==> src/rtl/lkvc_pkg.sv <==
// Shared types and constants for the LRU key-value cache.
// No dependencies; every other file in rtl/ refers to it by scoped name.
package lkvc_pkg;

	localparam int unsigned DATA_W = 32;

	typedef logic signed [DATA_W-1:0] word_t;

	localparam logic OP_GET = 1'b0;
	localparam logic OP_PUT = 1'b1;

	localparam word_t MISS_VALUE = '1;

	typedef struct packed {
		logic  is_put;
		word_t key;
		word_t value;
	} cmd_t;

endpackage

==> src/rtl/lkvc_req_if.sv <==
// Request channel of the LRU key-value cache: valid/ready plus one operation.
// Depends on lkvc_pkg for the word type.
interface lkvc_req_if;
	logic                valid;
	logic                ready;
	logic                op;
	lkvc_pkg::word_t     lookup_key;
	lkvc_pkg::word_t     write_value;

	modport source (output valid, output op, output lookup_key, output write_value,
		input ready);
	modport sink (input valid, input op, input lookup_key, input write_value,
		output ready);
endinterface

==> src/rtl/lkvc_rsp_if.sv <==
// Response channel of the LRU key-value cache: valid/ready plus one result.
// Depends on lkvc_pkg for the word type.
interface lkvc_rsp_if;
	logic                valid;
	logic                ready;
	logic                hit;
	lkvc_pkg::word_t     read_value;
	logic                evicted;
	lkvc_pkg::word_t     evicted_key;

	modport source (output valid, output hit, output read_value, output evicted,
		output evicted_key, input ready);
	modport sink (input valid, input hit, input read_value, input evicted,
		input evicted_key, output ready);
endinterface

==> src/rtl/lru_key_value_cache_top.sv <==
// Top level of the fully associative LRU key-value cache.
// Depends on lkvc_pkg, lkvc_req_if, lkvc_rsp_if, lkvc_front, lkvc_fifo, lkvc_engine.
//
// Usage:
//   req carries one get (op 0) or put (op 1) with lookup_key and write_value.
//   rsp returns one result per request, in order: hit, read_value (-1 on get
//   miss, 0 for put), evicted and evicted_key (0 when nothing is evicted).
//   cfg_we/cfg_wdata write the capacity; 0 acts as 1, above ENTRIES as ENTRIES.
//   Write it only while no request is outstanding.
// Timing:
//   A request passes a holding register and a two-entry queue, then the engine
//   sweeps the key memory once, one entry per cycle over its single read port.
//   A get miss occupies the engine for that sweep alone; a hit or any put adds a
//   second rank-aging sweep. The result is then loaded into the response register,
//   raising rsp.valid, once that register is empty or being taken.
// Reset:
//   The cache empties, capacity returns to 16; stored keys and values are not cleared.
// Stall:
//   A held response keeps its register; the engine still works on the next
//   queued item and waits only to hand its result over, while the queue and
//   holding register keep taking up to three further transfers.
module lru_key_value_cache_top #(
	parameter int unsigned ENTRIES = 16
) (
	input  logic        clk,
	input  logic        arst_n,
	lkvc_req_if.sink    req,
	lkvc_rsp_if.source  rsp,
	input  logic        cfg_we,
	input  logic [4:0]  cfg_wdata
);
	logic [4:0]     active_q;
	lkvc_pkg::cmd_t front_cmd;
	logic           front_valid;
	logic           front_ready;
	lkvc_pkg::cmd_t queue_cmd;
	logic           queue_valid;
	logic           queue_pop;

	always_ff @(posedge clk or negedge arst_n) begin
		if (!arst_n) begin
			active_q <= 5'd16;
		end else if (cfg_we) begin
			active_q <= cfg_wdata;
		end
	end

	lkvc_front u_front (
		.clk       (clk),
		.arst_n    (arst_n),
		.req       (req),
		.cmd       (front_cmd),
		.cmd_valid (front_valid),
		.cmd_ready (front_ready)
	);

	lkvc_fifo u_fifo (
		.clk        (clk),
		.arst_n     (arst_n),
		.push_cmd   (front_cmd),
		.push_valid (front_valid),
		.push_ready (front_ready),
		.pop_cmd    (queue_cmd),
		.pop_valid  (queue_valid),
		.pop        (queue_pop)
	);

	lkvc_engine #(
		.ENTRIES (ENTRIES)
	) u_engine (
		.clk       (clk),
		.arst_n    (arst_n),
		.active    (active_q),
		.cmd       (queue_cmd),
		.cmd_valid (queue_valid),
		.cmd_pop   (queue_pop),
		.rsp       (rsp)
	);
endmodule

==> src/rtl/lkvc_front.sv <==
// Front stage: takes request transfers into a holding register and decodes the operation.
// Depends on lkvc_pkg and lkvc_req_if.
module lkvc_front (
	input  logic            clk,
	input  logic            arst_n,
	lkvc_req_if.sink        req,
	output lkvc_pkg::cmd_t  cmd,
	output logic            cmd_valid,
	input  logic            cmd_ready
);
	logic           hold_q;
	lkvc_pkg::cmd_t cmd_q;

	assign req.ready = !hold_q || cmd_ready;
	assign cmd_valid = hold_q;
	assign cmd       = cmd_q;

	always_ff @(posedge clk or negedge arst_n) begin
		if (!arst_n) begin
			hold_q <= 1'b0;
		end else if (req.valid && req.ready) begin
			hold_q <= 1'b1;
		end else if (cmd_ready) begin
			hold_q <= 1'b0;
		end
	end

	always_ff @(posedge clk) begin
		if (req.valid && req.ready) begin
			cmd_q.is_put <= (req.op == lkvc_pkg::OP_PUT);
			cmd_q.key    <= req.lookup_key;
			cmd_q.value  <= req.write_value;
		end
	end
endmodule

==> src/rtl/lkvc_fifo.sv <==
// Two-entry command queue between the front stage and the lookup engine.
// Depends on lkvc_pkg for the command type.
module lkvc_fifo (
	input  logic            clk,
	input  logic            arst_n,
	input  lkvc_pkg::cmd_t  push_cmd,
	input  logic            push_valid,
	output logic            push_ready,
	output lkvc_pkg::cmd_t  pop_cmd,
	output logic            pop_valid,
	input  logic            pop
);
	localparam int unsigned DEPTH = 2;
	localparam int unsigned AW    = $clog2(DEPTH);

	lkvc_pkg::cmd_t   mem [DEPTH];
	logic [AW-1:0]    wr_ptr_q;
	logic [AW-1:0]    rd_ptr_q;
	logic [AW:0]      count_q;
	logic             do_push;
	logic             do_pop;

	assign push_ready = (count_q != (AW+1)'(DEPTH));
	assign pop_valid  = (count_q != '0);
	assign pop_cmd    = mem[rd_ptr_q];
	assign do_push    = push_valid && push_ready;
	assign do_pop     = pop && pop_valid;

	always_ff @(posedge clk or negedge arst_n) begin
		if (!arst_n) begin
			wr_ptr_q <= '0;
			rd_ptr_q <= '0;
			count_q  <= '0;
		end else begin
			if (do_push) begin
				wr_ptr_q <= wr_ptr_q + 1'b1;
			end
			if (do_pop) begin
				rd_ptr_q <= rd_ptr_q + 1'b1;
			end
			if (do_push && !do_pop) begin
				count_q <= count_q + 1'b1;
			end else if (do_pop && !do_push) begin
				count_q <= count_q - 1'b1;
			end
		end
	end

	always_ff @(posedge clk) begin
		if (do_push) begin
			mem[wr_ptr_q] <= push_cmd;
		end
	end
endmodule

==> src/rtl/lkvc_engine.sv <==
// Lookup engine: sweeps the key/rank memories to find hit, free slot and LRU victim,
// applies the op, re-sweeps on hit or put to age ranks, and registers the response.
// Depends on lkvc_pkg and lkvc_rsp_if.
module lkvc_engine #(
	parameter int unsigned ENTRIES = 16
) (
	input  logic            clk,
	input  logic            arst_n,
	input  logic [4:0]      active,
	input  lkvc_pkg::cmd_t  cmd,
	input  logic            cmd_valid,
	output logic            cmd_pop,
	lkvc_rsp_if.source      rsp
);
	localparam int unsigned IW = (ENTRIES > 1) ? $clog2(ENTRIES) : 1;
	localparam int unsigned CW = $clog2(ENTRIES + 1);

	localparam logic [2:0] S_IDLE   = 3'd0;
	localparam logic [2:0] S_SCAN   = 3'd1;
	localparam logic [2:0] S_DECIDE = 3'd2;
	localparam logic [2:0] S_UPD    = 3'd3;
	localparam logic [2:0] S_RESULT = 3'd4;

	logic [2:0]             state_q;
	lkvc_pkg::cmd_t         cmd_q;
	logic [CW-1:0]          cnt_q;
	logic [CW-1:0]          occ_q;
	logic [ENTRIES-1:0]     valid_q;

	lkvc_pkg::word_t        key_mem  [ENTRIES];
	lkvc_pkg::word_t        val_mem  [ENTRIES];
	logic [IW-1:0]          rank_mem [ENTRIES];

	logic                   rd_s1;
	logic [IW-1:0]          idx_s1;
	lkvc_pkg::word_t        key_s1;
	lkvc_pkg::word_t        val_s1;
	logic [IW-1:0]          rank_s1;

	logic                   match_found_q;
	logic [IW-1:0]          match_idx_q;
	logic [IW-1:0]          match_rank_q;
	lkvc_pkg::word_t        match_val_q;
	logic                   free_found_q;
	logic [IW-1:0]          free_idx_q;
	logic                   vic_found_q;
	logic [IW-1:0]          vic_idx_q;
	logic [IW-1:0]          vic_rank_q;
	lkvc_pkg::word_t        vic_key_q;

	logic [IW-1:0]          target_q;
	logic [CW-1:0]          thresh_q;
	logic                   res_hit_q;
	lkvc_pkg::word_t        res_val_q;
	logic                   res_ev_q;
	lkvc_pkg::word_t        res_evkey_q;

	logic                   out_valid_q;
	logic                   out_hit_q;
	lkvc_pkg::word_t        out_val_q;
	logic                   out_ev_q;
	lkvc_pkg::word_t        out_evkey_q;

	logic [CW-1:0]          cap;
	logic [IW-1:0]          rd_addr;
	logic                   sweeping;
	logic                   do_insert;
	logic                   do_evict;
	logic [IW-1:0]          wr_idx;
	logic                   key_we;
	logic                   val_we;
	logic [IW-1:0]          rank_wdata;
	logic                   load_out;
	logic                   scan_hit;

	always_comb begin
		if (active == 5'd0) begin
			cap = CW'(1);
		end else if (32'(active) > ENTRIES) begin
			cap = CW'(ENTRIES);
		end else begin
			cap = CW'(active);
		end
	end

	assign rd_addr   = cnt_q[IW-1:0];
	assign sweeping  = (state_q == S_SCAN || state_q == S_UPD) && (cnt_q != CW'(ENTRIES));
	assign cmd_pop   = (state_q == S_IDLE) && cmd_valid;
	assign load_out  = (state_q == S_RESULT) && (!out_valid_q || rsp.ready);
	assign scan_hit  = valid_q[idx_s1] && (key_s1 == cmd_q.key);

	assign do_insert = cmd_q.is_put && !match_found_q && (occ_q < cap);
	assign do_evict  = cmd_q.is_put && !match_found_q && !(occ_q < cap);
	assign wr_idx    = match_found_q ? match_idx_q : (do_insert ? free_idx_q : vic_idx_q);
	assign key_we    = (state_q == S_DECIDE) && (do_insert || do_evict);
	assign val_we    = (state_q == S_DECIDE) && cmd_q.is_put;

	always_comb begin
		if (idx_s1 == target_q) begin
			rank_wdata = '0;
		end else if (valid_q[idx_s1] && (CW'(rank_s1) < thresh_q)) begin
			rank_wdata = rank_s1 + 1'b1;
		end else begin
			rank_wdata = rank_s1;
		end
	end

	always_ff @(posedge clk) begin
		if (key_we) begin
			key_mem[wr_idx] <= cmd_q.key;
		end
		if (val_we) begin
			val_mem[wr_idx] <= cmd_q.value;
		end
		if (rd_s1 && state_q == S_UPD) begin
			rank_mem[idx_s1] <= rank_wdata;
		end
		key_s1  <= key_mem[rd_addr];
		val_s1  <= val_mem[rd_addr];
		rank_s1 <= rank_mem[rd_addr];
		idx_s1  <= rd_addr;
	end

	always_ff @(posedge clk) begin
		if (cmd_pop) begin
			cmd_q <= cmd;
		end
		if (rd_s1 && state_q == S_SCAN) begin
			if (scan_hit && !match_found_q) begin
				match_idx_q  <= idx_s1;
				match_rank_q <= rank_s1;
				match_val_q  <= val_s1;
			end
			if (!valid_q[idx_s1] && !free_found_q) begin
				free_idx_q <= idx_s1;
			end
			if (valid_q[idx_s1] && (!vic_found_q || rank_s1 > vic_rank_q)) begin
				vic_idx_q  <= idx_s1;
				vic_rank_q <= rank_s1;
				vic_key_q  <= key_s1;
			end
		end
		if (state_q == S_DECIDE) begin
			res_hit_q   <= match_found_q;
			res_ev_q    <= do_evict;
			res_evkey_q <= do_evict ? vic_key_q : '0;
			if (match_found_q) begin
				res_val_q <= cmd_q.is_put ? '0 : match_val_q;
			end else begin
				res_val_q <= cmd_q.is_put ? '0 : lkvc_pkg::MISS_VALUE;
			end
			target_q <= wr_idx;
			if (match_found_q) begin
				thresh_q <= CW'(match_rank_q);
			end else if (do_insert) begin
				thresh_q <= CW'(ENTRIES);
			end else begin
				thresh_q <= CW'(vic_rank_q);
			end
		end
		if (load_out) begin
			out_hit_q   <= res_hit_q;
			out_val_q   <= res_val_q;
			out_ev_q    <= res_ev_q;
			out_evkey_q <= res_evkey_q;
		end
	end

	always_ff @(posedge clk or negedge arst_n) begin
		if (!arst_n) begin
			state_q       <= S_IDLE;
			cnt_q         <= '0;
			occ_q         <= '0;
			valid_q       <= '0;
			rd_s1         <= 1'b0;
			match_found_q <= 1'b0;
			free_found_q  <= 1'b0;
			vic_found_q   <= 1'b0;
			out_valid_q   <= 1'b0;
		end else begin
			rd_s1 <= sweeping;
			if (sweeping) begin
				cnt_q <= cnt_q + 1'b1;
			end
			if (rd_s1 && state_q == S_SCAN) begin
				if (scan_hit) begin
					match_found_q <= 1'b1;
				end
				if (!valid_q[idx_s1]) begin
					free_found_q <= 1'b1;
				end else begin
					vic_found_q <= 1'b1;
				end
			end
			if (load_out) begin
				out_valid_q <= 1'b1;
			end else if (rsp.ready) begin
				out_valid_q <= 1'b0;
			end
			unique case (state_q)
				S_IDLE: begin
					if (cmd_valid) begin
						cnt_q         <= '0;
						match_found_q <= 1'b0;
						free_found_q  <= 1'b0;
						vic_found_q   <= 1'b0;
						state_q       <= S_SCAN;
					end
				end
				S_SCAN: begin
					if (!sweeping) begin
						state_q <= S_DECIDE;
					end
				end
				S_DECIDE: begin
					cnt_q <= '0;
					if (do_insert) begin
						valid_q[free_idx_q] <= 1'b1;
						occ_q               <= occ_q + 1'b1;
					end
					state_q <= (match_found_q || cmd_q.is_put) ? S_UPD : S_RESULT;
				end
				S_UPD: begin
					if (!sweeping) begin
						state_q <= S_RESULT;
					end
				end
				S_RESULT: begin
					if (load_out) begin
						state_q <= S_IDLE;
					end
				end
				default: begin
					state_q <= S_IDLE;
				end
			endcase
		end
	end

	assign rsp.valid       = out_valid_q;
	assign rsp.hit         = out_hit_q;
	assign rsp.read_value  = out_val_q;
	assign rsp.evicted     = out_ev_q;
	assign rsp.evicted_key = out_evkey_q;

	a_occ_matches_valid: assert property (@(posedge clk) disable iff (!arst_n)
		32'($countones(valid_q)) == 32'(occ_q))
		else $error("occupancy differs from number of valid entries");

	a_insert_has_free: assert property (@(posedge clk) disable iff (!arst_n)
		(state_q == S_DECIDE && do_insert) |-> free_found_q)
		else $error("insert without a free slot");

	a_evict_has_victim: assert property (@(posedge clk) disable iff (!arst_n)
		(state_q == S_DECIDE && do_evict) |-> vic_found_q)
		else $error("eviction without a victim");

	a_evict_not_hit: assert property (@(posedge clk) disable iff (!arst_n)
		out_valid_q |-> !(out_hit_q && out_ev_q))
		else $error("response flags both hit and eviction");

	a_occ_bounded: assert property (@(posedge clk) disable iff (!arst_n)
		(state_q == S_DECIDE && do_insert) |=> (occ_q <= CW'(ENTRIES)))
		else $error("occupancy above entry count");
endmodule

==> src/flat_wrapper.sv <==
// flat-port wrapper written by rule: the top's interface ports become plain ports
module lru_key_value_cache_top_flat 
#(
	parameter int unsigned ENTRIES = 16
)
  (clk, arst_n, cfg_we, cfg_wdata, req_valid, req_op, req_lookup_key, req_write_value, req_ready, rsp_valid, rsp_hit, rsp_read_value, rsp_evicted, rsp_evicted_key, rsp_ready);
  lkvc_req_if req_i ();
  lkvc_rsp_if rsp_i ();
  input  logic clk;
  input  logic arst_n;
  input  logic cfg_we;
  input  logic [4:0] cfg_wdata;
  input wire logic [$bits(req_i.valid)-1:0] req_valid;
  input wire logic [$bits(req_i.op)-1:0] req_op;
  input wire logic [$bits(req_i.lookup_key)-1:0] req_lookup_key;
  input wire logic [$bits(req_i.write_value)-1:0] req_write_value;
  output wire logic [$bits(req_i.ready)-1:0] req_ready;
  output wire logic [$bits(rsp_i.valid)-1:0] rsp_valid;
  output wire logic [$bits(rsp_i.hit)-1:0] rsp_hit;
  output wire logic [$bits(rsp_i.read_value)-1:0] rsp_read_value;
  output wire logic [$bits(rsp_i.evicted)-1:0] rsp_evicted;
  output wire logic [$bits(rsp_i.evicted_key)-1:0] rsp_evicted_key;
  input wire logic [$bits(rsp_i.ready)-1:0] rsp_ready;
  assign req_i.valid = req_valid;
  assign req_i.op = req_op;
  assign req_i.lookup_key = req_lookup_key;
  assign req_i.write_value = req_write_value;
  assign req_ready = req_i.ready;
  assign rsp_valid = rsp_i.valid;
  assign rsp_hit = rsp_i.hit;
  assign rsp_read_value = rsp_i.read_value;
  assign rsp_evicted = rsp_i.evicted;
  assign rsp_evicted_key = rsp_i.evicted_key;
  assign rsp_i.ready = rsp_ready;
  lru_key_value_cache_top #(.ENTRIES(ENTRIES)) u_core (.clk(clk), .arst_n(arst_n), .req(req_i), .rsp(rsp_i), .cfg_we(cfg_we), .cfg_wdata(cfg_wdata));
endmodule
==> config.mk <==
export PLATFORM = sky130hd
export DESIGN_NAME = lru_key_value_cache_top_flat
export DESIGN_NICKNAME = d
export VERILOG_FILES = /design/src/rtl/lkvc_pkg.sv /design/src/rtl/lkvc_req_if.sv /design/src/rtl/lkvc_rsp_if.sv /design/src/rtl/lru_key_value_cache_top.sv /design/src/rtl/lkvc_front.sv /design/src/rtl/lkvc_fifo.sv /design/src/rtl/lkvc_engine.sv /design/src/flat_wrapper.sv
export SDC_FILE = /design/constraint.sdc
export NUM_CORES = 1
export LEC_CHECK = 0
export BUFFER_PORTS_ARGS = -buffer_cell sky130_fd_sc_hd__buf_2
export CAP_MARGIN = 5
export CORE_ASPECT_RATIO = 0.75
export CORE_MARGIN = 3
export CORE_UTILIZATION = 27
export CTS_CLUSTER_DIAMETER = 50
export CTS_CLUSTER_SIZE = 40
export DETAILED_ROUTE_END_ITERATION = 12
export GPL_ROUTABILITY_DRIVEN = 0
export HOLD_SLACK_MARGIN = 0.15
export PLACE_DENSITY = 0.43
export SYNTH_ARGS = -nofsm -noshare
export SYNTH_HDL_FRONTEND = slang
export SYNTH_HIERARCHICAL = 1
export SYNTH_SLANG_ARGS = --single-unit
==> constraint.sdc <==
create_clock -name clk -period 16.9 [get_ports clk]
set_input_delay 2.535 -clock clk [delete_from_list [all_inputs] [get_ports clk]]
set_output_delay 2.535 -clock clk [all_outputs]
set_load 0.02 [all_outputs]
Yosys cells after proc, flatten, opt, wreduce, memory -nomap -nowiden --
Memories as Yosys holds them, arrays and structs flattened. A register that Yosys moved wholly into a read port is not among the register bits. Index checks and enable logic that the tools add are counted.
Word-level totals: bits in registers 338, memories 4, memory bits (writable) 1218, output and inout bits 68, logic and storage cells 164
Cells by class: multiplexer cells 50, equal/unequal tests 12, bitwise logic cells 1, reductions and logical operators 47, add/sub/neg operators 7, $lt $le $gt $ge 7
Memory list:
- u_core.u_engine.key_mem | words 16, width 32, read ports 1, clocked after Yosys merged registers in 1, wr ports 1, line lkvc_engine.sv:30 | lkvc_pkg::word_t key_mem [ENTRIES];
- u_core.u_engine.val_mem | words 16, width 32, read ports 1, clocked after Yosys merged registers in 1, wr ports 1, line lkvc_engine.sv:31 | lkvc_pkg::word_t val_mem [ENTRIES];
- u_core.u_fifo.mem | words 2, width 65, read ports 1, clocked after Yosys merged registers in 1, wr ports 1, line lkvc_fifo.sv:16 | lkvc_pkg::cmd_t mem [DEPTH];
- u_core.u_engine.rank_mem | words 16, width 4, read ports 1, clocked after Yosys merged registers in 1, wr ports 1, line lkvc_engine.sv:32 | logic [IW-1:0] rank_mem [ENTRIES];
Operators by type and width (count):
- 2-to-1 mux 32 bit | 3
- equality test 32 bit | 1
- 2-to-1 mux 1 bit | 26
- 2-to-1 mux 5 bit | 5
- logical AND 1 bit | 21
- 2-to-1 mux 4 bit | 5
- bitwise OR 16 bit | 1
- 2-to-1 mux 3 bit | 5
- one-hot mux 3 bit (5 select lines) | 1
- adder 5 x 1 -> 5 bit (second input constant) | 2
- < comparator 4 x 5 -> 1 bit (second input constant) | 2
- inequality test 2 bit (second input constant) | 5
- one-hot mux 5 bit (2 select lines) | 1
- zero test 1 bit | 9
- AND reduction 2 bit | 4
- nonzero test 2 bit | 4
- equality test 3 x 2 -> 1 bit (second input constant) | 2
- logical OR 1 bit | 6
- > comparator 5 bit (second input constant) | 1
- zero test 5 bit | 1
- < comparator 4 x 5 -> 1 bit | 1
- < comparator 5 bit | 1
- inequality test 5 bit (second input constant) | 1
- adder 4 x 1 -> 4 bit (second input constant) | 1
- other kinds (13) | 15

Longest topological paths before layout --
Gate-level depths: netlist of the first run.
depth after elaboration 10, depth in mapped cells 12, mapped depth without buffers 10

Cells and area by module --
Netlist of the first run, hierarchy kept.
By module, submodules not included:
- lkvc_engine | cells each 2329, sequential area each 43671.9 um^2, area an instance 54385.9 um^2, times used 1
- lkvc_fifo | cells each 220, sequential area each 4003.8 um^2, area an instance 5046.1 um^2, times used 1
- lkvc_front | cells each 69, sequential area each 1976.9 um^2, area an instance 2005.7 um^2, times used 1
- lru_key_value_cache_top | cells each 10, sequential area each 126.4 um^2, area an instance 182.7 um^2, times used 1

Least setup slack after synthesis of the first run --
OpenSTA, ideal clock, no wires.
kind register to register, from register u_core.active_q[4], to memory u_core/u_engine/key_mem[2][0] (netlist name), enable pin, setup time 0.513 ns, period minus slack after synthesis 5.872 ns, stages on the path, launching flop included 12, path slack 11.028 ns, data arrival time 5.359 ns, cells stage by stage dfstp_2 -> inv_1 -> nand2_1 -> ha_1 -> a21oi_1 -> o21ai_1 -> a211o_1 -> o32ai_2 -> or2_1 -> buf_6 -> inv_6 -> nor4b_1
Between the ends: longest elaborated chain between the ends 10
Ends and longest elaborated chain:
- from (decl) | line lru_key_value_cache_top.sv:32 | logic [4:0] active_q;
- from (signal assigned) | line lru_key_value_cache_top.sv:44 | active_q <= cfg_wdata;
- > comparator 5 bit | line lkvc_engine.sv:79 | end else if (32'(active) > ENTRIES) begin
- 2-to-1 mux 5 bit | line lkvc_engine.sv:79
- 2-to-1 mux 5 bit (*) | line lkvc_engine.sv:77 | if (active == 5'd0) begin
- < comparator 5 bit (*) | line lkvc_engine.sv:92, lkvc_engine.sv:93
- zero test 1 bit | line lkvc_engine.sv:93 | assign do_evict = cmd_q.is_put && !match_found_q && !(occ_q < cap);
- logical AND 1 bit | line lkvc_engine.sv:93
- logical OR 1 bit | line lkvc_engine.sv:95 | assign key_we = (state_q == S_DECIDE) && (do_insert || do_evict);
- logical AND 1 bit | line lkvc_engine.sv:95
- 2-to-1 mux 1 bit | line lkvc_engine.sv:109 | if (key_we) begin
- 2-to-1 mux 1 bit (implied by the code) | line lkvc_engine.sv:110 | key_mem[wr_idx] <= cmd_q.key;
- to (decl) | line lkvc_engine.sv:30
Mark *: on every way between the ends. The rest lies on a longest branch, timed or not.

Worst setup path in the final report of the first run --
from register u_core.active_q[4], to memory u_core/u_engine/key_mem[5][20] (netlist name), enable pin
The elaborated chain is that of the path after synthesis.

==> metrics.yaml, run 1 <==
status: "completed"
total_power_mw: 11.85
area_growth_syn_to_layout_pct: 16.53
final_cell_mix: "1573 x edfxtp_1, 344 x mux4_2, 157 x clkbuf_16, 142 x buf_2, 72 x dfxtp_1"
coreArea_sq_um: 226300
yosysUniqueCellTypes: 64
drt_wl_total_microns: 142500
timing.final.crit_share_pct: 25.53
grt_pass1_wl_microns: 206600
gr-usage-met2_pct: 17.23
worst_pin_slew_ns: 1.242
synth_nets: 2719
final_nets: 2963
vias: 26360
fin_skew_ns: 0.04118
yosys_warnings: 6
root_buffer: "clkbuf_16"
critPathMaxStageDelay_ns: 0.79
setup_viol: 0
syn_area_per_cell_sq_um: 23.45
path_class: "flip-flop to flip-flop"
clockBufferDepth: 3
crit_top_cell: "buf_4"
dr.pass1.iters: 5
synth_cells: 2628
grt_usage_pct: 12.23
ys_seq_elements: 1689
maxCapViolCount: 0
peakVddDrop_mv: 0.1095
antenna_found_initial: 9
yosys.area.top_type: "edfxtp_1"
cts_tree: "done"
yosysTopAreaCellShare_pct: 76.66
cts_hold_buf: 0
holdWs_ns: 0.4000
ant_nets: 0
hp-class: "flip-flop to flip-flop"
power_density_nw_per_um2: 165.0
portBuffers: 142
ys.flop_type: "edfxtp_1"
setup-tns-final_ns: 0
numCtsBuffers: 154
relSlewSlack_pct: 16.81
max_freq_mhz: 231.8
post_cts_buffers: 0
die_w_microns: 557.6
drc_errors: 0
die_h_microns: 419.7
seq_area_frac_synth_pct: 80.78
clock_latency_ns: 0.79
wl_per_cell_microns: 23.79
grt_max_degree: 126
grtUsageMet1_pct: 18.92
crit_chain: "inv_1, nand2_1, ha_1, a21oi_1, o21ai_1, a211o_1, buf_4, o32ai_2, or2_1, inv_6, nor4_2, buf_4"
drt_first_iter_violations: 2384
arrival_ns: 4.72
via_per_inst: 4.402
rows: 151
fin_crit_ns: 4.314
path_clk_slew_ns: 0.08
hpwlAfterDp_microns: 82720
mappedNetlistArea_sq_um: 61620
layout_commonest_cell: "edfxtp_1"
start_kind: "flip-flop"
synth_edf_count: 1573
clock_sinks: 1689
p_leak_nw: 22.74
hold_violations: 0
dieArea_sq_um: 234100
synth_area_leaders: "edfxtp_1 77%, mux4_2 13%, dfxtp_1 2.3%"
start_util_pct: 27.22
h-tree-depth: 4
io_pins: 143
crit_required_ns: 17.31
crit_slowest_cell: "or2_1"
busiest_layer: "met1"
crit_fanout: 35
rsz0062_at_grt: "false"
grt_pass1_vias: 27590
async_reset_ff_share_pct: 2.605
cts_resized: 0
grt_util_met3_pct: 2.721
grt.overflow.total: 0
slew_violations: 0
crit_path_end_kind: "flip-flop"
drive_gt1_share_pct: 32.06
routing by layer:
layer | share of wire [%] | up-vias
li1 | - | 11430
met4 | 2.0 | 2
met3 | 5.4 | 185
met2 | 43 | 586
met5 | 0.013 | -
met1 | 50 | 14160
critical path, delay by kind of cell, from the launching register on:
family | cells | cell delay, ns
AOI/OAI and AO/OA | 4 | 0.80
adders and majority gates | 1 | 0.24
and+or+nand+nor | 3 | 1.13
DFF | 1 | 0.55
buffers and inverters | 4 | 1.16
synth_stat cells, types with 23 or more instances:
cell         n
dfxtp_1     72
dfrtp_1     43
and3_1      38
buf_2       33
nor4_1      23
clkbuf_1    68
nor2_1      47
mux2_2      33
mux4_2     344
edfxtp_1  1573
mux2_4      40
xnor2_1     40
inv_1       50
a21oi_1     42
area by class of cell:
cell class	count	area, sq um
fillers	21410	154500
well taps	2983	3732
diodes	2	5.005
flip-flops and latches	1689	49800
repair buffers	203	1206
multi-input cells	770	11320
clock buffers	173	4029
clock inverters	115	1504
inverters	54	212.7
where the power goes:
part	internal, mW	switching [mW]	total [mW]
Combinational	0.991	1.20	2.19
Sequential	5.41	0.515	5.93
Clock	1.96	1.77	3.73
Total	8.37	3.48	11.8
worst paths after layout:
| kind | slack [ns] | endpoint | cells past startpoint | from |
|---|---|---|---|---|
| hold reg to reg | 0.40 | u_core/u_engine/match_val_q[29] | 0 | u_core/u_engine/val_s1[29] |
| max in group asynchronous | 14.40 | u_core/u_fifo/rd_ptr_q | 2 | arst_n |
| setup / recovery | 12.59 | u_core/u_engine/key_mem[5][20] | 12 | u_core/active_q[4] |
| hold / removal | 0.40 | u_core/u_engine/match_val_q[29] | 0 | u_core/u_engine/val_s1[29] |
| min in group asynchronous | 1.89 | u_core/u_engine/rsp.valid | 2 | arst_n |
| setup reg to reg | 12.59 | u_core/u_engine/key_mem[5][20] | 12 | u_core/active_q[4] |
kinds of logic (layout without fill, tap and decap cells):
group           after synthesis  in the layout  synth area share (%)
fa+ha+maj                    16             16                0.3249
buf+inv                     169            545                 1.224
flops                      1689           1689                 80.78
xor+xnor                     50             50                0.7107
other cells                   0              2                     0
compound gates               85             85                0.9300
simple gates                194            194                 1.726
mux                         425            425                 14.30
metrics by stage:
| stage | worst slack (ns) | std cells | util, % | instance area [sq um] |
|---|---|---|---|---|
| after detailed placement | 12.61 | 5699 | 29.28 | 66270 |
| final | 12.59 | 5989 | 31.73 | 71810 |
| after floorplan | 11.03 | 2628 | - | 61620 |
| after global routing | 12.31 | 5988 | 31.72 | 71800 |
| after CTS | 12.51 | 5987 | 31.72 | 71800 |
| after global placement | 12.61 | 5699 | 29.28 | 66270 |
registers in the layout (all words and copies together), names as in the netlist, 64 cells and up:
register                  count
u_core/u_engine/rank_mem     64
u_core/u_engine/key_mem     512
u_core/u_engine/val_mem     512
u_core/u_front/cmd           65
u_core/u_engine/cmd_q        65
u_core/u_fifo/mem           130
No activity file was read; power rests on OpenSTA's default activity.
==> run 2: changes to the inputs <==
--- a/config.mk
+++ b/config.mk
@@ -5,6 +5,7 @@
 export SDC_FILE = /design/constraint.sdc
 export NUM_CORES = 1
 export LEC_CHECK = 0
+export ABC_AREA = 1
 export BUFFER_PORTS_ARGS = -buffer_cell sky130_fd_sc_hd__buf_2
 export CAP_MARGIN = 5
 export CORE_ASPECT_RATIO = 0.75
@@ -15,7 +16,7 @@
 export DETAILED_ROUTE_END_ITERATION = 12
 export GPL_ROUTABILITY_DRIVEN = 0
 export HOLD_SLACK_MARGIN = 0.15
-export PLACE_DENSITY = 0.43
+export PLACE_DENSITY = 0.44
 export SYNTH_ARGS = -nofsm -noshare
 export SYNTH_HDL_FRONTEND = slang
 export SYNTH_HIERARCHICAL = 1
==> constraint.sdc (replaced) <==
create_clock -name clk -period 3.71 [get_ports clk]
set_input_delay 0.5565 -clock clk [delete_from_list [all_inputs] [get_ports clk]]
set_output_delay 0.5565 -clock clk [all_outputs]
set_load 0.02 [all_outputs]
==> metrics.yaml, run 2 <==
placed_area_sq_um: 67930
slew_violations: 0
post_cts_buffers: 0
via_per_inst: 4.579
start_util_pct: 27.27
clock_sinks: 1689
path_class: "flip-flop to flip-flop"
switching_share_pct: 35.37
drt_wl_total_microns: 172400
synth_cells: 4460
ant_nets: 0
min_path_cells: 0
die_w_microns: 562.3
layout.cells.non_filler: 7911
hold_violations: 0
portBuffers: 142
grt_usage_pct: 14.20
rows: 152
relSlewSlack_pct: 30.91
ys_seq_elements: 1689
power_density_nw_per_um2: 789.4
die_h_microns: 423.2
numCtsBuffers: 156
pwr-share-comb_pct: 23.6
root_buffer: "clkbuf_16"
start_kind: "flip-flop"
seq_power_share_pct: 47.3
hp-class: "flip-flop to flip-flop"
switchingPower_mw: 20.71
coreArea_sq_um: 229700
antenna_found_initial: 8
status: "completed"
synth_nets: 4551
drt_first_iter_violations: 3695
grt_pass1_vias: 34470
synth_area_leaders: "edfxtp_1 75%, o21ai_0 4.6%, nor2_1 4.0%"
dieArea_sq_um: 237900
cts_tree: "done"
timing.final.crit_share_pct: 83.54
rsz0062_at_grt: "false"
clkPwrFrac_pct: 29.1
placedCellCount: 7547
yosys.area.top_type: "edfxtp_1"
area_growth_syn_to_layout_pct: 18.40
fin_skew_ns: 0.07310
p_leak_nw: 24.62
grt.overflow.total: 0
maxCapViolCount: 0
syn_area_per_cell_sq_um: 14.05
crit_path_end_kind: "flip-flop"
drc_errors: 0
synth_edf_count: 1573
max_freq_mhz: 322.7
vias: 36230
seq_area_frac_synth_pct: 79.44
reg_top3: "u_core/u_engine/key_mem (512), u_core/u_engine/val_mem (512), u_core/u_fifo/mem (130)"
layout_commonest_cell: "edfxtp_1"
grt_max_degree: 184
synth_commonest_cells: "1573 x edfxtp_1, 663 x nor2_1, 637 x nand2_1, 575 x o21ai_0, 276 x o22ai_1"
dp_slack_ns: 0.5857
dr.pass1.iters: 5
reg2reg_depth: 13
clockBufferDepth: 4
setup_slack_ns: 0.6107
path_clk_slew_ns: 0.08
total_power_mw: 58.56
fin_crit_ns: 3.099
grt_pass1_wl_microns: 250900
synth_most_common_cell: "edfxtp_1"
ys.flop_type: "edfxtp_1"
yosys_warnings: 6
stdcell_area_sq_um: 74190
crit_required_ns: 4.21
rrSetupSlack_ns: 0.61
worst_pin_slew_ns: 1.036
drive_gt1_share_pct: 12.60
yosysUniqueCellTypes: 45
final_cell_mix: "1573 x edfxtp_1, 637 x nor2_1, 636 x nand2_1, 575 x o21ai_0, 276 x o22ai_1"
p_int_mw: 37.85
async_reset_ff_share_pct: 2.605
hpwlAfterDp_microns: 102000
clock_latency_ns: 0.83
wl_per_cell_microns: 21.79
peakVddDrop_mv: 0.6862
io_pins: 143
fillers: 22720
h-tree-depth: 4
arrival_ns: 3.60
setup_viol: 0
crit_fanout: 32
yosysTopAreaCellShare_pct: 75.38
final_nets: 4799
mappedNetlistArea_sq_um: 62660
final_core_util_pct: 32.29
==> run 2: changes by cell type in the layout (fill, tap and decap cells not counted), moves of 40 or more <==
| cell | delta |
|---|---|
| mux2_4 | -40 |
| o21ai_0 | +568 |
| nor2_1 | +592 |
| mux4_2 | -344 |
| inv_1 | +64 |
| o22ai_1 | +275 |
| buf_12 | +45 |
| nand4_1 | +70 |
| nand2_1 | +616 |
| dlygate4sd3_1 | +83 |
==> run 2: metal layers <==
layer,up-vias,part of all wire [%],track usage [%]
met1,18180,52,23.36
met3,185,7.5,3.336
li1,16770,-,-
met4,0,1.7,2.729
met5,-,0,0
met2,1091,39,18.46
==> run 2: logic make-up (layout without fill, tap and decap cells) <==
kind of cell,count (synthesis),count (layout),share of synthesized area [%]
AOI/OAI and AO/OA,878,878,7.622
xor gates and xnor gates,37,37,0.5172
adders and majority gates,16,16,0.3195
buffers and inverters,361,728,2.340
DFF,1689,1689,79.44
muxes,3,3,0.04992
other,0,4,0
and+or+nand+nor,1476,1476,9.707
==> run 2: worst max-delay path, cell delays in order, from the launching register on <==
cell     delay [ns]
dfrtp_1        0.41
nor2_1         0.12
nand2_1        0.08
nand2_1        0.08
nand2_1        0.06
ha_1           0.27
nand2_1        0.10
a21oi_2        0.05
nor2_4         0.24
nand4_1        0.23
nand3_2        0.21
nand2_1        0.33
nor3_4         0.30
buf_12         0.28
==> run 2: worst paths after layout <==
path,from,end
max,u_core/active_q[2],u_core/u_engine/key_mem[4][13]
min,u_core/u_engine/val_s1[11],u_core/u_engine/match_val_q[11]
max reg2reg,u_core/active_q[2],u_core/u_engine/key_mem[4][13]
min reg2reg,u_core/u_engine/val_s1[11],u_core/u_engine/match_val_q[11]
max in group asynchronous,arst_n,u_core/u_engine/state_q[0]
min in group asynchronous,arst_n,u_core/u_engine/rsp.valid
==> run 2: power groups by stage <==
stage          Sequential [mW]  Clock, mW  Combinational (mW)
6_report                  27.7       17.0                13.8
5_1_grt                   28.0       18.4                15.4
4_1_cts                   27.7       17.6                14.0
3_5_place_dp              28.2          0                13.9
3_3_place_gp              28.1          0                13.8
2_1_floorplan             26.9          0                8.24
==> run 2: area by class of cell <==
cell class                 instances  area, sq um  share of cell area [%]
sequential                      1689        49790                   67.11
multi-input combinational       2410        11730                   15.81
clock buffer                     165         3979                   5.363
tap                             3080         3854                   5.195
timing repair buffer             325         2893                   3.899
clock inverter                   112         1441                   1.943
inverter                         126        493.0                  0.6645
antenna                            4        10.01                 0.01349
==> run 2: metrics by stage <==
step | TNS [ns] | hold WS (ns)
after detailed placement | 0 | 0.3887
final | 0 | 0.3990
after CTS | 0 | 0.3504
after global routing | 0 | 0.3719
after floorplan | -12.65 | 0.2609
after global placement | 0 | 0.3896
==> run 2: repair_timing <==
item	4_1_cts	5_1_grt
setup endpoints to repair	0	0
gates resized for setup	0	0
hold endpoints to repair	107	0
hold buffers	83	0
==> run 3: changes to the inputs <==
--- a/config.mk
+++ b/config.mk
@@ -5,7 +5,7 @@
 export SDC_FILE = /design/constraint.sdc
 export NUM_CORES = 1
 export LEC_CHECK = 0
-export ABC_AREA = 1
+export ABC_AREA = 0
 export BUFFER_PORTS_ARGS = -buffer_cell sky130_fd_sc_hd__buf_2
 export CAP_MARGIN = 5
 export CORE_ASPECT_RATIO = 0.75
==> constraint.sdc (replaced) <==
create_clock -name clk -period 2.5 [get_ports clk]
set_input_delay 0.375 -clock clk [delete_from_list [all_inputs] [get_ports clk]]
set_output_delay 0.375 -clock clk [all_outputs]
set_load 0.02 [all_outputs]
==> metrics.yaml, run 3 (synthesis results as in run 1) <==
status: "complete, but fails checks"
violations: "setup timing"
timing.final.crit_share_pct: 125.2
layout_commonest_cell: "edfxtp_1"
clock_latency_ns: 0.81
fin_skew_ns: 0.04476
die_w_microns: 557.6
final_nets: 3403
setup_viol: 1080
drt_first_iter_violations: 2819
area_growth_syn_to_layout_pct: 27.79
hold_violations: 0
crit_top_cell: "buf_6"
final_cell_mix: "1573 x edfxtp_1, 344 x mux4_2, 202 x clkbuf_16, 176 x buf_4, 142 x buf_2"
drc_errors: 0
portBuffers: 142
path_clk_slew_ns: 0.08
root_buffer: "clkbuf_16"
drt_wl_total_microns: 168300
coreArea_sq_um: 226300
crit_slowest_cell: "dfstp_2"
crit_fanout: 16
grt_usage_pct: 13.53
reg_top3: "u_core/u_engine/key_mem (512), u_core/u_engine/val_mem (512), u_core/u_fifo/mem (130)"
seqCellArea_sq_um: 49800
grt.overflow.total: 0
critPathTopFamily: "buffers and inverters"
io_pins: 143
worst_pin_slew_ns: 0.9390
p_leak_nw: 25.86
numCtsBuffers: 158
vias: 29100
grt_max_degree: 72
setup_slack_ns: -0.6309
antenna_found_initial: 8
h-tree-depth: 4
power_density_nw_per_um2: 1086
cp.depth: 15
rsz0062_at_grt: "true"
ant_nets: 0
clock_sinks: 1689
slew_violations: 0
rows: 151
clockBufferDepth: 3
wl_per_cell_microns: 26.14
crit_path_end_kind: "flip-flop"
critPathMaxStageDelay_ns: 0.56
min_path_cells: 2
relSlewSlack_pct: 37.17
hp-class: "input port to flip-flop"
multiInputGateArea_sq_um: 11800
max_freq_mhz: 319.4
arrival_ns: 3.62
crit_required_ns: 2.99
path_class: "flip-flop to flip-flop"
fillers: 20880
via_per_inst: 4.519
maxCapViolCount: 0
peakVddDrop_mv: 0.5620
die_h_microns: 419.7
dr.pass1.iters: 5
crit_chain: "inv_4, nand2_4, ha_4, a21oi_4, o21ai_4, a211oi_4, buf_12, a211oi_4, or2_4, buf_6, buf_12, buf_6, nor3_4, buf_6, clkbuf_16"
dp_slack_ns: -0.7933
dieArea_sq_um: 234100
start_util_pct: 27.22
fin_crit_ns: 3.131
drive_gt1_share_pct: 39.23
reg2reg_depth: 15
cts_tree: "done"
holdWs_ns: 0.2785
grt_pass1_wl_microns: 226300
critPathBufInv: 7
start_kind: "flip-flop"
hpwlAfterDp_microns: 95970
grt_pass1_vias: 29330
## run 3: repair_timing
action | in CTS | in global routing
endpoints found under the hold margin | 117 | 0
buffers inserted | 61 | 38
hold buffers | 79 | 0
pin swaps | 17 | 15
gates cloned | 28 | 56
resized for setup | 103 | 98
setup endpoints to repair | 1086 | 1110
## run 3: worst paths after layout
kind                                             from  slack [ns]                         endpoint
min in group asynchronous                      arst_n        0.70               u_core/active_q[0]
min reg2reg                u_core/u_engine/val_s1[30]        0.38  u_core/u_engine/match_val_q[30]
min                                req_write_value[5]        0.28            u_core/u_front/cmd[5]
max                                u_core/active_q[4]       -0.63   u_core/u_engine/val_mem[10][1]
max in group asynchronous                      arst_n        1.46    u_core/u_engine/match_found_q
max reg2reg                        u_core/active_q[4]       -0.63   u_core/u_engine/val_mem[10][1]
## run 3: metrics by stage
step                setup TNS, ns  power [mW]  area (sq um)  utilization, %  cells
finish                    -550.87       85.49         78740           34.79   6438
global route              -641.03       89.43         78730           34.78   6434
CTS                       -511.61       86.57         77020           34.03   6345
detailed placement        -730.93       59.41         68850           30.42   5882
global placement          -751.57       59.40         68850           30.42   5882
floorplan                -1765.61       49.97         61950               -   2628
## run 3: layer usage
layer / vias to the layer above / share of wire [%] / global-route usage [%]
met5: - / 0 / 0
li1: 12380 / - / -
met3: 196 / 7.2 / 3.651
met2: 869 / 42 / 18.71
met1: 15650 / 49 / 20.93
met4: 0 / 1.9 / 3.075
## run 3: layout make-up
cell class              count  share of cell area (%)
diodes                      6                 0.01907
clock buffers             175                   5.275
clock inverters           122                   1.945
inverters                  54                  0.3099
multi-input cells         770                   14.99
flip-flops and latches   1689                   63.25
well taps                2983                   4.740
repair buffers            638                   9.461
repair inverters            1                 0.01430
## run 3: power breakdown
group / total [mW] / internal (mW) / switching (mW)
combinational: 20.4 / 9.46 / 10.9
clock: 26.0 / 13.8 / 12.3
sequential: 39.1 / 36.5 / 2.58
